`src/rtl/core/pressure_temperature_compensation_defines.svh`:
```
// Assertion macros shared by the compensation RTL
`ifndef PRESSURE_TEMPERATURE_COMPENSATION_DEFINES_SVH
`define PRESSURE_TEMPERATURE_COMPENSATION_DEFINES_SVH
`ifndef SYNTHESIS
// Same-cycle implication, checked on clk, off while rst_n is low
`define PTC_ASSERT_IMP(label, ante, cons) \
    label: assert property (@(posedge clk) disable iff (!rst_n) (ante) |-> (cons)) \
        else $error("%m: same-cycle check failed");
// Next-cycle implication, checked on clk, off while rst_n is low
`define PTC_ASSERT_NXT(label, ante, cons) \
    label: assert property (@(posedge clk) disable iff (!rst_n) (ante) |=> (cons)) \
        else $error("%m: next-cycle check failed");
`else
`define PTC_ASSERT_IMP(label, ante, cons)
`define PTC_ASSERT_NXT(label, ante, cons)
`endif
`endif

```
`src/rtl/core/ptc_pkg.sv`:
```
// Shared widths, constants, register codes and stage types for the compensation pipeline
package ptc_pkg;

    // Port field widths
    localparam int unsigned RAW_W     = 24;
    localparam int unsigned COEF_W    = 16;
    localparam int unsigned LIMIT_W   = 32;
    localparam int unsigned TEMP_W    = 19;
    localparam int unsigned PRES_W    = 32;
    localparam int unsigned CFG_IDX_W = 3;

    // Internal datapath widths
    localparam int unsigned DT_W    = RAW_W + 1;          // D2 - C5*256
    localparam int unsigned DEV_W   = 18;                 // TEMP - 2000
    localparam int unsigned OFF1_W  = 36;                 // first-order offset
    localparam int unsigned SENS1_W = 35;                 // first-order sensitivity
    localparam int unsigned SQ_W    = 2 * DEV_W - 1;      // squared deviation
    localparam int unsigned TERM_W  = SQ_W + 3;           // second-order terms
    localparam int unsigned FIN_W   = 39;                 // corrected offset and sensitivity

    // Temperature constants
    localparam logic signed [TEMP_W-1:0] TEMP_REF      = 19'sd2000;
    localparam logic signed [DEV_W-1:0]  VERY_COLD_DEV = -18'sd3500;
    localparam logic signed [DEV_W-1:0]  COLD_SHIFT    = 18'sd3500;

    // Reset value of the upper pressure limit
    localparam logic signed [LIMIT_W-1:0] HIGH_LIMIT_RST = 32'sd140000;

    // Configuration register codes
    typedef enum logic [CFG_IDX_W-1:0] {
        REG_SENS       = 3'd0,
        REG_OFF        = 3'd1,
        REG_SENS_TEMP  = 3'd2,
        REG_OFF_TEMP   = 3'd3,
        REG_REF_TEMP   = 3'd4,
        REG_TEMP_SLOPE = 3'd5,
        REG_LOW_LIMIT  = 3'd6,
        REG_HIGH_LIMIT = 3'd7
    } cfg_idx_t;

    // Calibration words and pressure window
    typedef struct packed {
        logic [COEF_W-1:0]         sens_coef;
        logic [COEF_W-1:0]         off_coef;
        logic [COEF_W-1:0]         sens_temp_coef;
        logic [COEF_W-1:0]         off_temp_coef;
        logic [COEF_W-1:0]         ref_temp_coef;
        logic [COEF_W-1:0]         temp_slope_coef;
        logic signed [LIMIT_W-1:0] pressure_low_limit;
        logic signed [LIMIT_W-1:0] pressure_high_limit;
    } cfg_t;

    // First-order results handed to the correction stages
    typedef struct packed {
        logic [RAW_W-1:0]          raw_pressure;
        logic signed [TEMP_W-1:0]  temperature;
        logic signed [DEV_W-1:0]   dev;
        logic signed [DEV_W-1:0]   cold;
        logic signed [OFF1_W-1:0]  off;
        logic signed [SENS1_W-1:0] sens;
        logic                      cold_range;
        logic                      very_cold;
    } first_order_t;

    // Corrected terms handed to the pressure stages
    typedef struct packed {
        logic [RAW_W-1:0]         raw_pressure;
        logic signed [TEMP_W-1:0] temperature;
        logic signed [FIN_W-1:0]  off;
        logic signed [FIN_W-1:0]  sens;
    } second_order_t;

endpackage

```
`src/rtl/core/ptc_press.sv`:
```
// Pressure stages: split D1*SENS product, scaling, offset removal and window check
module ptc_press import ptc_pkg::*; (
    input  logic                      clk,
    input  logic                      rst_n,
    input  logic signed [LIMIT_W-1:0] low_limit,
    input  logic signed [LIMIT_W-1:0] high_limit,
    input  logic                      in_valid,
    output logic                      in_ready,
    input  second_order_t             in_data,
    output logic                      out_valid,
    input  logic                      out_ready,
    output logic signed [TEMP_W-1:0]  temperature,
    output logic signed [PRES_W-1:0]  pressure,
    output logic                      pressure_ok
);

    localparam int unsigned SPLIT   = 20;
    localparam int unsigned LO_W    = RAW_W + SPLIT;
    localparam int unsigned HI_W    = RAW_W + 1 + FIN_W - SPLIT;
    localparam int unsigned FULL_W  = 64;
    localparam int unsigned P_SHIFT = 21;
    localparam int unsigned SC_W    = FULL_W - P_SHIFT;
    localparam int unsigned Q_W     = SC_W + 1;
    localparam int unsigned Q_SHIFT = 15;
    localparam int unsigned PV_W    = Q_W - Q_SHIFT;

    logic [3:0] vld_reg;
    logic [3:0] adv;

    // Stage 7
    logic [LO_W-1:0]          lo_next, lo_reg;
    logic signed [HI_W-1:0]   hi_next, hi_reg;
    logic signed [FIN_W-1:0]  off_s7_reg;
    logic signed [TEMP_W-1:0] temp_s7_reg;

    // Stage 8
    logic signed [FULL_W-1:0] full;
    logic signed [SC_W-1:0]   sc_reg;
    logic signed [FIN_W-1:0]  off_s8_reg;
    logic signed [TEMP_W-1:0] temp_s8_reg;

    // Stage 9
    logic signed [Q_W-1:0]    q_next, q_reg;
    logic signed [TEMP_W-1:0] temp_s9_reg;

    // Stage 10
    logic signed [PRES_W-1:0] pres_next, pres_reg;
    logic                     ok_next, ok_reg;
    logic signed [TEMP_W-1:0] temp_out_reg;

    // Advance a stage when it is empty or the stage after it advances
    always_comb
    begin
        adv[3] = !vld_reg[3] || out_ready;
        adv[2] = !vld_reg[2] || adv[3];
        adv[1] = !vld_reg[1] || adv[2];
        adv[0] = !vld_reg[0] || adv[1];
    end

    assign in_ready    = adv[0];
    assign out_valid   = vld_reg[3];
    assign temperature = temp_out_reg;
    assign pressure    = pres_reg;
    assign pressure_ok = ok_reg;

    always_ff @(posedge clk or negedge rst_n)
    begin
        if (!rst_n)
        begin
            vld_reg <= '0;
        end
        else
        begin
            if (adv[0])
            begin
                vld_reg[0] <= in_valid;
            end
            if (adv[1])
            begin
                vld_reg[1] <= vld_reg[0];
            end
            if (adv[2])
            begin
                vld_reg[2] <= vld_reg[1];
            end
            if (adv[3])
            begin
                vld_reg[3] <= vld_reg[2];
            end
        end
    end

    // Stage 7: D1 times the low and high halves of SENS
    assign lo_next = in_data.raw_pressure * in_data.sens[SPLIT-1:0];
    assign hi_next = $signed({1'b0, in_data.raw_pressure}) * $signed(in_data.sens[FIN_W-1:SPLIT]);

    // Stage 8: recombine the halves and drop 21 fraction bits
    assign full = $signed({hi_reg, {SPLIT{1'b0}}}) + $signed({{(FULL_W-LO_W){1'b0}}, lo_reg});

    // Stage 9: remove the offset
    assign q_next = $signed({sc_reg[SC_W-1], sc_reg})
                  - $signed({{(Q_W-FIN_W){off_s8_reg[FIN_W-1]}}, off_s8_reg});

    // Stage 10: drop 15 fraction bits and check the window
    always_comb
    begin
        pres_next = $signed({{(PRES_W-PV_W){q_reg[Q_W-1]}}, q_reg[Q_W-1:Q_SHIFT]});
        ok_next   = (pres_next >= low_limit) && (pres_next <= high_limit);
    end

    // Load each stage's payload as it advances
    always_ff @(posedge clk)
    begin
        if (adv[0])
        begin
            lo_reg      <= lo_next;
            hi_reg      <= hi_next;
            off_s7_reg  <= in_data.off;
            temp_s7_reg <= in_data.temperature;
        end
        if (adv[1])
        begin
            sc_reg      <= full[FULL_W-1:P_SHIFT];
            off_s8_reg  <= off_s7_reg;
            temp_s8_reg <= temp_s7_reg;
        end
        if (adv[2])
        begin
            q_reg       <= q_next;
            temp_s9_reg <= temp_s8_reg;
        end
        if (adv[3])
        begin
            pres_reg     <= pres_next;
            ok_reg       <= ok_next;
            temp_out_reg <= temp_s9_reg;
        end
    end

endmodule

```
`config.mk`:
```
export PLATFORM = sky130hd
export DESIGN_NAME = ptc_press
export DESIGN_NICKNAME = d
export VERILOG_FILES = /design/src/rtl/core/pressure_temperature_compensation_defines.svh /design/src/rtl/core/ptc_pkg.sv /design/src/rtl/core/ptc_press.sv
export SDC_FILE = /design/constraint.sdc
export NUM_CORES = 2
export LEC_CHECK = 0
export BUFFER_PORTS_ARGS = -buffer_cell sky130_fd_sc_hd__buf_4
export CAP_MARGIN = 20
export CORE_UTILIZATION = 30
export CTS_CLUSTER_SIZE = 16
export DETAILED_ROUTE_END_ITERATION = 12
export SYNTH_ARGS = -nofsm -noshare
export SYNTH_HDL_FRONTEND = slang
export SYNTH_SLANG_ARGS = --single-unit
```
`constraint.sdc`:
```
create_clock -name clk -period 8.6 [get_ports clk]
set_clock_uncertainty 0.1 [all_clocks]
set_input_delay 1.72 -clock clk [delete_from_list [all_inputs] [get_ports clk]]
set_output_delay 1.72 -clock clk [all_outputs]
set_load 0.03 [all_outputs]
```
# == Word level (Yosys, flattened, before mapping) ==
# Index checks and enable logic that the tools add are counted.
# totals
reg_bits,363
input_bits,189
elab_cells,31
# op_classes
add_sub_neg,2
multipliers,2
order_cmp,2
n_reduce_logical,9
# op_table
operator,count
$add 64x45->64,1
$mul 24x20->44,1
$mul 25x19->44,1
$sub 43x39->44,1
$ge 29x32->1,1
$le 29x32->1,1
$logic_not 1->1,4
$logic_or 1x1->1,4
$logic_and 1x1->1,1

# == Longest topological paths before layout ==
# logic_depth
depth_word,5
mapped_depth,28

# == Least setup slack after synthesis ==
# No wires, ideal clock.
# synth_path
path_kind,input -> register
start,input port in_data[104] in the netlist's numbering
end,"register lo_reg[37], data pin"
arrival_ps,7851
t_required_ps,8235
setup_slack_ps,384
stages,26
path_buffers,2
cell_sequence,clkbuf_1 clkbuf_1 nand2_1 fa_1 inv_1 fa_1 inv_1 fa_1 inv_1 fa_1 fa_1 fa_1 inv_1 fa_1 inv_1 ha_1 nand4_1 nor4_1 o31ai_1 a211oi_1 nor2_1 o21ai_1 a21o_1 a21oi_1 o21ai_0 xor2_1
# synth_via
elab_chain_len,1
# synth_rtl
element,line,text
from (decl),ptc_press.sv:9,"input second_order_t in_data,"
$mul 24x20->44,ptc_press.sv:94,assign lo_next = in_data.raw_pressure * in_data.sens[SPLIT-1:0];
named net lo_next[37],ptc_press.sv:31,"logic [LO_W-1:0] lo_next, lo_reg;"
to (signal assigned),ptc_press.sv:116,lo_reg <= lo_next;
to (decl),ptc_press.sv:31,
# The timed path passes the listed nets, and every way through them passes these cells.
# A chain may end at the register's enable or synchronous reset.

# == Worst setup path after layout ==
# layout_path
start,input port in_data[2] in the netlist's numbering
end,"register lo_reg[30], data pin"
# Same word-level chain as after synthesis.

==> results <==
- The post-route setup TNS is 0 ns.
- The fraction of the core area covered by cells at the end of the flow is 0.3442.
- The floorplan has 141 rows.
- For this design, the slowest cell found on the critical path is sky130_fd_sc_hd__fa_1.
- Counting the buffers created by CTS gives 35.
- The worst-case headroom to the max-slew limit is 0.4582.
- For the pin with the worst max-slew slack, the measured transition is 0.8126 ns.
- In the synthesized netlist, the number of instances is 4,375.
- The full die area is 151,000 µm².
- The area of the core is 148,000 µm².
- The count of boundary I/O pins is 243.
- Setup repair after global routing left no endpoint under its margin.
- The flip-flop count of the largest register, all copies and words added is 44.
- In the synthesized netlist the dominant register cell turns out to be sky130_fd_sc_hd__edfxtp_1.
- In the synthesized netlist the async set-or-reset flop fraction comes to 0.01220.
- The count of warnings emitted by yosys is 0.
- The number of buffers added on ports is 242.
- The antenna violation net count after detailed routing is 0.
- The number of flops mapped to enable cells by yosys is 324.
- The number of cells upsized or downsized after cts is 0.
- Entering global routing, the biggest net connects 128 pins.
- The number of hold buffers added after CTS is 0.
- The area growth from synthesis to layout is 13.61%.
- The share of layout cells above drive strength 1 is 0.1050.
- The flow ran to the end, and the final reports show no timing, DRC or antenna violations.
- Max-cap violations in this run came to 0.
- Setup violations remaining at the end of the flow were counted as 0.
- Clock-pin slew was measured on the worst setup and hold paths at 0.06 ns.
- In the final design database the tool counted 6,038 nets.
- The top-area cell type share of the netlist area is 0.3415.
- The startpoint-to-endpoint class of the critical path is input port to flop.
- Synthesis produced a netlist with a net count of 5,782.
- The worst setup path is captured at a flop.
- In the post-synthesis netlist, the cell with the most instances is sky130_fd_sc_hd__inv_1.
- The largest total area in the synthesized netlist belongs to sky130_fd_sc_hd__fa_1.
- A synthesized cell averages 10.25 µm².
- The largest single stage delay on the critical path is 0.56 ns.
- The required time reported for the critical path endpoint is 8.83 ns.
- The routed layout has 30,213 vias.
- The first global-routing pass estimated 181,700 µm of wire.
- After synthesis, the cell types taking the most area are sky130_fd_sc_hd__fa_1 34%, sky130_fd_sc_hd__edfxtp_1 22%, sky130_fd_sc_hd__ha_1 13%.
- Timing would allow up to 124.2 MHz.
- The total count of max-transition violations in the final report is 0.
- The final instance count without filler cells is 6,588.
- The number of H-tree levels is 2.
- The via density per instance is 4.586.
- Detailed placement finished with a half-perimeter wire length of 94,900 µm.
- The average wire per cell in the routed design is 17.52 µm.
- Post-CTS timing repair inserted 0 buffers for setup.
- The tree built by TritonCTS fans out to 328 sinks.
- In this run the worst path has a maximum fanout of 8.
- The clock latency on the worst-skew pair is 0.57 ns.
- For the finished layout, the period the worst path requires is 8.053 ns.
- The number of violations reported at the end of detailed-routing iteration 0 is 1,583.
- The number of design rule violations left after detail routing is 0.
- The die is 388.7 µm wide.
- Global routing finished with a remaining overflow of 0.
- The initial standard-cell utilization of the core is 0.3030.
- The clock tree from TritonCTS is built.
- The post-route fraction of the period consumed by the critical path is 0.9364.
- The via count of the first global-routing pass came to 32,761.
- The root buffer cell is sky130_fd_sc_hd__clkbuf_16.
- The final count of hold timing violations was 0.
- The cell count after placement is 6,523.
- The vertical die dimension is 388.7 µm.
- The initial antenna violation count is 11.
- At the end of routability-driven placement, the weighted congestion stood at 0.8891.
- The overall track demand over capacity in global routing is 0.1538.
- Counting stages on the worst path, the most repeated cell is sky130_fd_sc_hd__fa_1.
- Of the synthesized area, sequential elements account for 0.2192.
- The total wirelength of the detailed-routed design is 115,400 µm.
- At the worst endpoint, the arrival time is 8.29 ns.
- Sorting the synthesized cells by how often they occur yields 933 x sky130_fd_sc_hd__inv_1, 765 x sky130_fd_sc_hd__fa_1, 495 x sky130_fd_sc_hd__nand2_1.
- The clock passes through at most 3 buffers.
- The number of library cell types mapped by synthesis is 72.
- The worst hold-check slack is 0.2954 ns.
- The mapped cell area is 44,850 µm².
- The worst setup path is launched from an input port.
- The first detailed-routing pass took 7 iterations.
- In this run the worst hold path is classified as flop to flop.
- The number of flip-flops and latches in the synthesized netlist is 328.
critical path: cells and delay by family:
| kind | cells | cell delay (ns) |
|---|---|---|
| buffers and inverters | 8 | 0.77 |
| AND/OR/NAND/NOR | 6 | 0.92 |
| adder cells (fa/ha/maj) | 8 | 3.84 |
| XOR/XNOR | 1 | 0.13 |
| AO/OA/AOI/OAI | 4 | 0.91 |
layout make-up:
type,instances,area (µm²)
tap,1930,2415
antenna,1,2.502
multi-input combinational,2928,30820
sequential,328,9829
inverter,933,3502
clock buffer,41,898.4
timing repair buffer,405,3241
clock inverter,22,245.2
fill,14817,97060
worst paths after layout:
path / endpoint / slack (ns) / startpoint / cells past startpoint
max in group asynchronous: vld_reg[3] / 7.45 / rst_n / 1
setup / recovery: lo_reg[30] / 0.55 / in_data[2] / 27
hold reg to reg: temperature[9] / 0.30 / temp_s9_reg[9] / 0
min in group asynchronous: vld_reg[0] / 0.84 / rst_n / 1
hold / removal: temperature[9] / 0.30 / temp_s9_reg[9] / 0
setup reg to reg: sc_reg[34] / 5.12 / lo_reg[25] / 11
cell families (layout without fill, tap and decap cells):
kind of cell | Yosys count | count (layout) | synth area share
fa+ha+maj | 1218 | 1218 | 0.4678
buf+inv | 1119 | 1401 | 0.09399
xor+xnor | 125 | 125 | 0.02441
simple gates | 1222 | 1222 | 0.1385
other cells | 0 | 1 | 0
compound gates | 362 | 362 | 0.05585
flops | 328 | 328 | 0.2192
mux | 1 | 1 | 0.0002232
metrics by stage:
step	instance area, µm²	setup slack (ns)
2_1_floorplan	44850	0.3835
3_5_place_dp	49790	0.003651
4_1_cts	50930	0.5794
3_3_place_gp	49790	0.06973
6_report	50950	0.5473
5_1_grt	50950	0.2172
cells in the final DEF, fill, tap and decap left out, drive strengths merged, types with 4 or more instances in the layout:
| cell | netlist | final |
|---|---|---|
| or3 | 5 | 5 |
| a221oi | 7 | 7 |
| o21bai | 16 | 16 |
| a31oi | 6 | 6 |
| clkinv | 0 | 14 |
| o31ai | 8 | 8 |
| o21ai | 58 | 58 |
| and2 | 494 | 494 |
| clkbuf | 170 | 41 |
| o21a | 15 | 15 |
| and3 | 17 | 17 |
| fa | 765 | 765 |
| nor3 | 13 | 13 |
| nor4 | 4 | 4 |
| nand2b | 26 | 26 |
| nor2 | 68 | 68 |
| a21o | 89 | 89 |
| nor2b | 31 | 31 |
| or2 | 5 | 5 |
| nand2 | 495 | 495 |
| xor2 | 47 | 47 |
| edfxtp | 324 | 324 |
| nand4 | 26 | 26 |
| buf | 16 | 405 |
| ha | 453 | 453 |
| nand3 | 27 | 27 |
| inv | 933 | 937 |
| a211oi | 17 | 17 |
| a21oi | 107 | 107 |
| dfrtp | 4 | 4 |
| xnor2 | 78 | 78 |
| o211ai | 4 | 4 |
layer usage:
layer | wire length, µm | part of all wire | track usage
met1 | 50050 | 0.43 | 0.1990
met3 | 7219 | 0.063 | 0.02865
met4 | 2796 | 0.024 | 0.03644
met2 | 55250 | 0.48 | 0.2642
met5 | 90 | 0.00078 | 0
Power is left out: the tool's default activity adds up to more than one toggle a clock period on the data nets, which glitch-free logic cannot reach.
