===== src/rtl/core/pressure_temperature_compensation_defines.svh =====
// Assertion macros shared by the compensation RTL
`ifndef PRESSURE_TEMPERATURE_COMPENSATION_DEFINES_SVH
`define PRESSURE_TEMPERATURE_COMPENSATION_DEFINES_SVH
`ifndef SYNTHESIS
// Same-cycle implication, checked on clk, off while rst_n is low
`define PTC_ASSERT_IMP(label, ante, cons) \
    label: assert property (@(posedge clk) disable iff (!rst_n) (ante) |-> (cons)) \
        else $error("%m: same-cycle check failed");
// Next-cycle implication, checked on clk, off while rst_n is low
`define PTC_ASSERT_NXT(label, ante, cons) \
    label: assert property (@(posedge clk) disable iff (!rst_n) (ante) |=> (cons)) \
        else $error("%m: next-cycle check failed");
`else
`define PTC_ASSERT_IMP(label, ante, cons)
`define PTC_ASSERT_NXT(label, ante, cons)
`endif
`endif


===== src/rtl/core/ptc_pkg.sv =====
// Shared widths, constants, register codes and stage types for the compensation pipeline
package ptc_pkg;

    // Port field widths
    localparam int unsigned RAW_W     = 24;
    localparam int unsigned COEF_W    = 16;
    localparam int unsigned LIMIT_W   = 32;
    localparam int unsigned TEMP_W    = 19;
    localparam int unsigned PRES_W    = 32;
    localparam int unsigned CFG_IDX_W = 3;

    // Internal datapath widths
    localparam int unsigned DT_W    = RAW_W + 1;          // D2 - C5*256
    localparam int unsigned DEV_W   = 18;                 // TEMP - 2000
    localparam int unsigned OFF1_W  = 36;                 // first-order offset
    localparam int unsigned SENS1_W = 35;                 // first-order sensitivity
    localparam int unsigned SQ_W    = 2 * DEV_W - 1;      // squared deviation
    localparam int unsigned TERM_W  = SQ_W + 3;           // second-order terms
    localparam int unsigned FIN_W   = 39;                 // corrected offset and sensitivity

    // Temperature constants
    localparam logic signed [TEMP_W-1:0] TEMP_REF      = 19'sd2000;
    localparam logic signed [DEV_W-1:0]  VERY_COLD_DEV = -18'sd3500;
    localparam logic signed [DEV_W-1:0]  COLD_SHIFT    = 18'sd3500;

    // Reset value of the upper pressure limit
    localparam logic signed [LIMIT_W-1:0] HIGH_LIMIT_RST = 32'sd140000;

    // Configuration register codes
    typedef enum logic [CFG_IDX_W-1:0] {
        REG_SENS       = 3'd0,
        REG_OFF        = 3'd1,
        REG_SENS_TEMP  = 3'd2,
        REG_OFF_TEMP   = 3'd3,
        REG_REF_TEMP   = 3'd4,
        REG_TEMP_SLOPE = 3'd5,
        REG_LOW_LIMIT  = 3'd6,
        REG_HIGH_LIMIT = 3'd7
    } cfg_idx_t;

    // Calibration words and pressure window
    typedef struct packed {
        logic [COEF_W-1:0]         sens_coef;
        logic [COEF_W-1:0]         off_coef;
        logic [COEF_W-1:0]         sens_temp_coef;
        logic [COEF_W-1:0]         off_temp_coef;
        logic [COEF_W-1:0]         ref_temp_coef;
        logic [COEF_W-1:0]         temp_slope_coef;
        logic signed [LIMIT_W-1:0] pressure_low_limit;
        logic signed [LIMIT_W-1:0] pressure_high_limit;
    } cfg_t;

    // First-order results handed to the correction stages
    typedef struct packed {
        logic [RAW_W-1:0]          raw_pressure;
        logic signed [TEMP_W-1:0]  temperature;
        logic signed [DEV_W-1:0]   dev;
        logic signed [DEV_W-1:0]   cold;
        logic signed [OFF1_W-1:0]  off;
        logic signed [SENS1_W-1:0] sens;
        logic                      cold_range;
        logic                      very_cold;
    } first_order_t;

    // Corrected terms handed to the pressure stages
    typedef struct packed {
        logic [RAW_W-1:0]         raw_pressure;
        logic signed [TEMP_W-1:0] temperature;
        logic signed [FIN_W-1:0]  off;
        logic signed [FIN_W-1:0]  sens;
    } second_order_t;

endpackage


===== src/rtl/core/ptc_corr.sv =====
// Second-order stages: squared deviations, OFF2/SENS2 terms and the corrected OFF and SENS
`include "pressure_temperature_compensation_defines.svh"
module ptc_corr import ptc_pkg::*; (
    input  logic          clk,
    input  logic          rst_n,
    input  logic          in_valid,
    output logic          in_ready,
    input  first_order_t  in_data,
    output logic          out_valid,
    input  logic          out_ready,
    output second_order_t out_data
);

    logic [2:0] vld_reg;
    logic [2:0] adv;

    // Stage 4
    logic signed [2*DEV_W-1:0] dev_prod, cold_prod;
    logic [SQ_W-1:0]           dev_sq_reg, cold_sq_reg;
    logic [RAW_W-1:0]          d1_s4_reg;
    logic signed [TEMP_W-1:0]  temp_s4_reg;
    logic signed [OFF1_W-1:0]  off_s4_reg;
    logic signed [SENS1_W-1:0] sens_s4_reg;
    logic                      cold_s4_reg, vcold_s4_reg;

    // Stage 5
    logic [TERM_W-1:0]         dev_x3, dev_x5, cold_x7;
    logic [TERM_W-1:0]         off_a_next, off_b_next, sens_a_next, sens_b_next;
    logic [TERM_W-1:0]         off_a_reg, off_b_reg, sens_a_reg, sens_b_reg;
    logic [RAW_W-1:0]          d1_s5_reg;
    logic signed [TEMP_W-1:0]  temp_s5_reg;
    logic signed [OFF1_W-1:0]  off_s5_reg;
    logic signed [SENS1_W-1:0] sens_s5_reg;

    // Stage 6
    logic signed [FIN_W-1:0] off_ext, sens_ext;
    second_order_t           so_next;
    second_order_t           so_reg;

    // Advance a stage when it is empty or the stage after it advances
    always_comb
    begin
        adv[2] = !vld_reg[2] || out_ready;
        adv[1] = !vld_reg[1] || adv[2];
        adv[0] = !vld_reg[0] || adv[1];
    end

    assign in_ready  = adv[0];
    assign out_valid = vld_reg[2];
    assign out_data  = so_reg;

    always_ff @(posedge clk or negedge rst_n)
    begin
        if (!rst_n)
        begin
            vld_reg <= '0;
        end
        else
        begin
            if (adv[0])
            begin
                vld_reg[0] <= in_valid;
            end
            if (adv[1])
            begin
                vld_reg[1] <= vld_reg[0];
            end
            if (adv[2])
            begin
                vld_reg[2] <= vld_reg[1];
            end
        end
    end

    // Stage 4: square the deviation from 20 degC and from -15 degC
    assign dev_prod  = in_data.dev * in_data.dev;
    assign cold_prod = in_data.cold * in_data.cold;

    // Stage 5: scale the squares per temperature range
    always_comb
    begin
        dev_x3  = {3'b000, dev_sq_reg} + {2'b00, dev_sq_reg, 1'b0};
        dev_x5  = {3'b000, dev_sq_reg} + {1'b0, dev_sq_reg, 2'b00};
        cold_x7 = {cold_sq_reg, 3'b000} - {3'b000, cold_sq_reg};
        off_b_next  = '0;
        sens_b_next = '0;
        if (cold_s4_reg)
        begin
            off_a_next  = dev_x3 >> 1;
            sens_a_next = dev_x5 >> 3;
            if (vcold_s4_reg)
            begin
                off_b_next  = cold_x7;
                sens_b_next = {1'b0, cold_sq_reg, 2'b00};
            end
        end
        else
        begin
            off_a_next  = {3'b000, dev_sq_reg} >> 4;
            sens_a_next = '0;
        end
    end

    // Stage 6: subtract the second-order terms
    always_comb
    begin
        off_ext  = {{(FIN_W-OFF1_W){off_s5_reg[OFF1_W-1]}}, off_s5_reg};
        sens_ext = {{(FIN_W-SENS1_W){sens_s5_reg[SENS1_W-1]}}, sens_s5_reg};
        so_next.raw_pressure = d1_s5_reg;
        so_next.temperature  = temp_s5_reg;
        so_next.off  = off_ext - $signed({1'b0, off_a_reg}) - $signed({1'b0, off_b_reg});
        so_next.sens = sens_ext - $signed({1'b0, sens_a_reg}) - $signed({1'b0, sens_b_reg});
    end

    // Load each stage's payload as it advances
    always_ff @(posedge clk)
    begin
        if (adv[0])
        begin
            dev_sq_reg   <= dev_prod[SQ_W-1:0];
            cold_sq_reg  <= cold_prod[SQ_W-1:0];
            d1_s4_reg    <= in_data.raw_pressure;
            temp_s4_reg  <= in_data.temperature;
            off_s4_reg   <= in_data.off;
            sens_s4_reg  <= in_data.sens;
            cold_s4_reg  <= in_data.cold_range;
            vcold_s4_reg <= in_data.very_cold;
        end
        if (adv[1])
        begin
            off_a_reg   <= off_a_next;
            off_b_reg   <= off_b_next;
            sens_a_reg  <= sens_a_next;
            sens_b_reg  <= sens_b_next;
            d1_s5_reg   <= d1_s4_reg;
            temp_s5_reg <= temp_s4_reg;
            off_s5_reg  <= off_s4_reg;
            sens_s5_reg <= sens_s4_reg;
        end
        if (adv[2])
        begin
            so_reg <= so_next;
        end
    end

    `PTC_ASSERT_NXT(a_warm_no_sens2, vld_reg[0] && adv[1] && !cold_s4_reg,
                    (sens_a_reg == '0) && (sens_b_reg == '0) && (off_b_reg == '0))

endmodule


===== config.mk =====
export PLATFORM = sky130hd
export DESIGN_NAME = ptc_corr
export DESIGN_NICKNAME = d
export VERILOG_FILES = /design/src/rtl/core/ptc_pkg.sv /design/src/rtl/core/ptc_corr.sv
export VERILOG_INCLUDE_DIRS = /design/src /design/src/rtl/core
export SDC_FILE = /design/constraint.sdc
export NUM_CORES = 2
export LEC_CHECK = 0
export BUFFER_PORTS_ARGS = -buffer_cell sky130_fd_sc_hd__buf_4
export CELL_PAD_IN_SITES_DETAIL_PLACEMENT = 1
export CELL_PAD_IN_SITES_GLOBAL_PLACEMENT = 1
export CORE_MARGIN = 2
export CORE_UTILIZATION = 25
export CTS_CLUSTER_SIZE = 40
export DETAILED_ROUTE_END_ITERATION = 8
export GPL_ROUTABILITY_DRIVEN = 0
export PLACE_DENSITY = 0.47
export SETUP_SLACK_MARGIN = 0.4
export SYNTH_ARGS = -nofsm -noshare
export SYNTH_HDL_FRONTEND = slang
export SYNTH_SLANG_ARGS = --single-unit

===== constraint.sdc =====
create_clock -name clk -period 12.35 [get_ports clk]
set_input_delay 3.705 -clock clk [delete_from_list [all_inputs] [get_ports clk]]
set_output_delay 3.705 -clock clk [all_outputs]
set_load 0.02 [all_outputs]

# Yosys cells after proc, flatten, opt, wreduce, memory -nomap -nowiden
# Cells that the tools add are included.
[classes]
add_sub_neg = 7
n_reduce_logical = 7
multipliers = 2
muxes = 1
[op_table]
columns = ["cell", "n"]
rows = [
  ["39-bit subtractor", 2],
  ["18-bit by 18-bit multiplier with 35-bit output", 2],
  ["35-bit by 39-bit subtractor with 39-bit output", 1],
  ["36-bit by 39-bit subtractor with 39-bit output", 1],
  ["35-bit by 37-bit adder with 38-bit output", 1],
  ["38-bit by 35-bit subtractor with 38-bit output", 1],
  ["35-bit by 36-bit adder with 37-bit output", 1],
  ["31-bit two-way mux", 1],
  ["1-bit zero test", 3],
  ["1-bit logical OR", 3],
  ["2-bit AND reduction", 1],
]
[word_totals]
word_cells = 43
reg_bits = 575
input_bits = 156
output_inout_bits = 123

# Logic depth before layout (Yosys ltp)
[logic_depth]
word_depth = 4
mapped_depth = 27
ltp_nobuf = 25

# Worst setup path before layout
# No wires, ideal clock.
[synth_path]
path_kind = "input to output"
from = "input out_ready"
to = "output in_ready"
path_buffers = 0
slack_ns = -0.325
stages = 1
required_ns = 8.645
t_arrival_ns = 8.970
cell_sequence = "nand4b_1"
[synth_via]
elab_chain_cells = 3
[synth_lines]
columns = ["element", "line_no", "rtl"]
rows = [
  ["start: declaration", "ptc_corr.sv:10", "input logic out_ready,"],
  ["1-bit logical OR", "ptc_corr.sv:43", "adv[2] = !vld_reg[2] || out_ready;"],
  ["1-bit logical OR", "ptc_corr.sv:44", "adv[1] = !vld_reg[1] || adv[2];"],
  ["1-bit logical OR", "ptc_corr.sv:45", "adv[0] = !vld_reg[0] || adv[1];"],
  ["end: declaration", "ptc_corr.sv:7", "output logic in_ready,"],
]
# Every way passes these cells.

# Worst setup path after layout
[layout_path]
from = "input in_data[90] in the netlist's numbering"
to = "register cold_sq_reg[34] (data pin)"
[layout_via]
elab_chain_cells = 1
[layout_lines]
columns = ["element", "line_no", "rtl"]
rows = [
  ["start: declaration", "ptc_corr.sv:8", "input first_order_t in_data,"],
  ["18-bit by 18-bit multiplier with 35-bit output", "ptc_corr.sv:77", "assign cold_prod = in_data.cold * in_data.cold;"],
  ["named net cold_prod[34]", "ptc_corr.sv:18", "logic signed [2*DEV_W-1:0] dev_prod, cold_prod;"],
  ["end signal: assignment", "ptc_corr.sv:121", "cold_sq_reg <= cold_prod[SQ_W-1:0];"],
  ["end: declaration", "ptc_corr.sv:19", "logic [SQ_W-1:0] dev_sq_reg, cold_sq_reg;"],
]
# The timed path passes the listed nets, and every way through them passes these cells.
# A chain may end at the register's enable or synchronous reset.

==> results.toml <==
[critical_path]
endpoint_kind = "flip-flop"
worst_path_max_delay_cell = "a211oi_1"
crit_buf_inv = 8
cp_data_required_time_ns = 12.74
critPathKind = "in -> reg"
crit_fanout = 21
arrival_ns = 10.48
slowest_delay_ns = 0.63
cp_common_cell = "inv_1"
critPathLaunchType = "input port"
cp_top_family = "adder cells"

[cts]
clk_latency_ns = 0.68
cts_hold_buf = 0
clockRootBuffer = "clkbuf_16"
cts_resized = 0
cts_setup_buffers = 0
cts_buffer_depth = 3
clkSlewWorstSetupHoldPaths_ns = 0.06
htree_levels = 3
cts_tree = "yes"
cts_made_buffers = 70
clock-sinks = 563

[routing]
drc = 0
antenna_left = 0
vias = 31716
post_drt_wl_per_cell_um = 18.58
viasPerCell = 4.249
dr.pass1.iters = 4
drt_iter0_markers = 1291
drt-total-wl_um = 138700

[global_routing]
met3_usage_pct = 1.853
grt-ovfl-total = 0
grt_pass1_wl_um = 215700
grt_pass1_vias = 35385
busiest_layer = "met2"
antenna_found_initial = 2
gr-usage-all-layers_pct = 14.02
grt_max_degree = 135
use_met1_pct = 17.86
grt.met2_usage_pct = 25.16

[synth]
synth_top_area_share_pct = 34.00
syn_inst = 4485
yosysTopAreaCell = "edfxtp_1"
synth-edff-count = 560
yosysWarnings = 0
synthArstFlopShare_pct = 0.5329
ys_ff_latch = 563
yosysSeqAreaShare_pct = 34.16
synthTopCellsByArea = "edfxtp_1, fa_1, ha_1"
syn_nets = 5674
syn_area_um2 = 49450
synthDistinctLibCells = 76
syn_avg_cell_area_um2 = 11.03
ys.flop_type = "edfxtp_1"

[die]
dieWidth_um = 448.8
die-area_um2 = 201400
die_y_um = 448.8
rows = 163
io_pins = 279
core_area_um2 = 197000
start_util_pct = 25.10

[sta]
final_max_slew_viol_count = 0
clock_skew_ns = 0.04485
rsz0062_at_grt = "no"
setup_viol = 0
period_needed_ns = 10.09
finalSetupTns_ns = 0
finalCritPeriodShare_pct = 81.71
fmax_ghz = 0.09910
tightest_slew_ns = 0.9792
hold_viol = 0
relSlewSlack_pct = 34.16

[final_layout]
syn_to_final_growth_pct = 15.31
drive_gt1_share_pct = 9.330
layout.nets = 5959
largest_register_ffs = 121
nFillCells = 22106

[worst_hold_path]
hold_path.class = "reg -> reg"

[place]
portBuffers = 278
dp_hpwl_um = 112600

[job]
drv_cap = 0

[status]
status = "finished, final reports clean"
-- path summary, 6_finish.rpt --
check,start,to,slack [ns],depth (start not counted)
worst max-delay path,in_data[90],cold_sq_reg[34],2.26,25
worst min-delay path,temp_s4_reg[4],temp_s5_reg[4],0.41,0
worst max register to register,off_b_reg[1],out_data[77],7.18,16
worst min register to register,temp_s4_reg[4],temp_s5_reg[4],0.41,0
max in group asynchronous,rst_n,vld_reg[0],9.43,1
min in group asynchronous,rst_n,vld_reg[2],2.83,1
-- cell usage in the layout, fill, tap and decap left out, types with 6 or more instances in the layout --
master / count
inv_1: 1070
fa_1: 646
edfxtp_1: 560
ha_1: 387
nand2_1: 299
buf_4: 289
nor2_1: 254
a21oi_1: 177
xnor2_1: 162
a21o_1: 142
o21ai_0: 89
xor2_1: 84
and2_1: 72
clkbuf_16: 71
nor3_1: 37
nand3_1: 35
o21bai_1: 32
nand2b_1: 31
o21a_1: 29
mux2_2: 27
nor2b_1: 26
and3_1: 21
a31oi_1: 21
a211oi_1: 18
o211ai_1: 15
clkbuf_1: 13
nand4_1: 12
a21boi_0: 12
clkinv_1: 12
o31ai_1: 11
or3_1: 10
bufinv_16: 10
a31o_2: 8
clkinv_2: 8
and4_1: 7
or2_2: 7
mux2i_1: 6
-- through the flow --
stage	cells	hold WS [ns]	setup slack, ns	util (%)	area, um2
3_3_place_gp	7338	0.4005	1.735	27.76	54680
2_1_floorplan	4485	0.4003	-0.3255	-	49450
5_1_grt	7463	0.4157	1.854	28.94	57020
4_1_cts	7463	0.4036	2.322	28.94	57020
6_report	7464	0.4128	2.259	28.95	57030
3_5_place_dp	7338	0.4052	1.620	27.76	54680
-- metal layers --
layer | vias up | routed length (um)
met3 | 123 | 3650
met5 | - | 0
met2 | 383 | 71150
li1 | 14976 | -
met1 | 16234 | 61080
met4 | 0 | 2802
-- cells by family (layout without fill, tap and decap cells) --
group	count (synthesis)	after routing	synth area share, %
buffers and inverters	1149	1487	8.721
adder cells (fa/ha/maj)	1033	1033	35.94
AND/OR/NAND/NOR	833	833	7.646
AO/OA/AOI/OAI	627	627	8.433
flip-flops	563	563	34.16
XOR/XNOR	246	246	4.357
multiplexers	33	33	0.7363
other	1	2	0.007583
-- cell type report --
type | count | area, um2 | share of cell area [%]
Antenna cell | 1 | 2.502 | 0.004388
Clock buffer | 84 | 1826 | 3.201
Clock inverter | 41 | 515.5 | 0.9040
Inverter | 1071 | 4020 | 7.050
Multi-Input combinational cell | 2773 | 28260 | 49.55
Sequential cell | 563 | 16890 | 29.62
Tap cell | 2640 | 3303 | 5.792
Timing Repair Buffer | 291 | 2210 | 3.875
-- synthesized netlist by cell type (all sizes together) (4+ instances only) --
cell type	instances
a2111oi	5
a211o	4
a211oi	23
a21boi	13
a21o	142
a21oi	179
a311oi	4
a31o	9
a31oi	22
a41oi	4
and2	72
and3	21
and4	7
buf	7
clkbuf	71
edfxtp	560
fa	646
ha	387
inv	1071
mux2	27
mux2i	6
nand2	300
nand2b	32
nand3	35
nand4	12
nor2	254
nor2b	26
nor3	38
nor3b	5
o2111ai	4
o211ai	16
o21a	29
o21ai	93
o21bai	32
o31a	4
o31ai	11
or2	7
or3	10
or4	4
xnor2	162
xor2	84
Power is left out: the tool's default activity adds up to more than one toggle a clock period on the data nets, which glitch-free logic cannot reach.
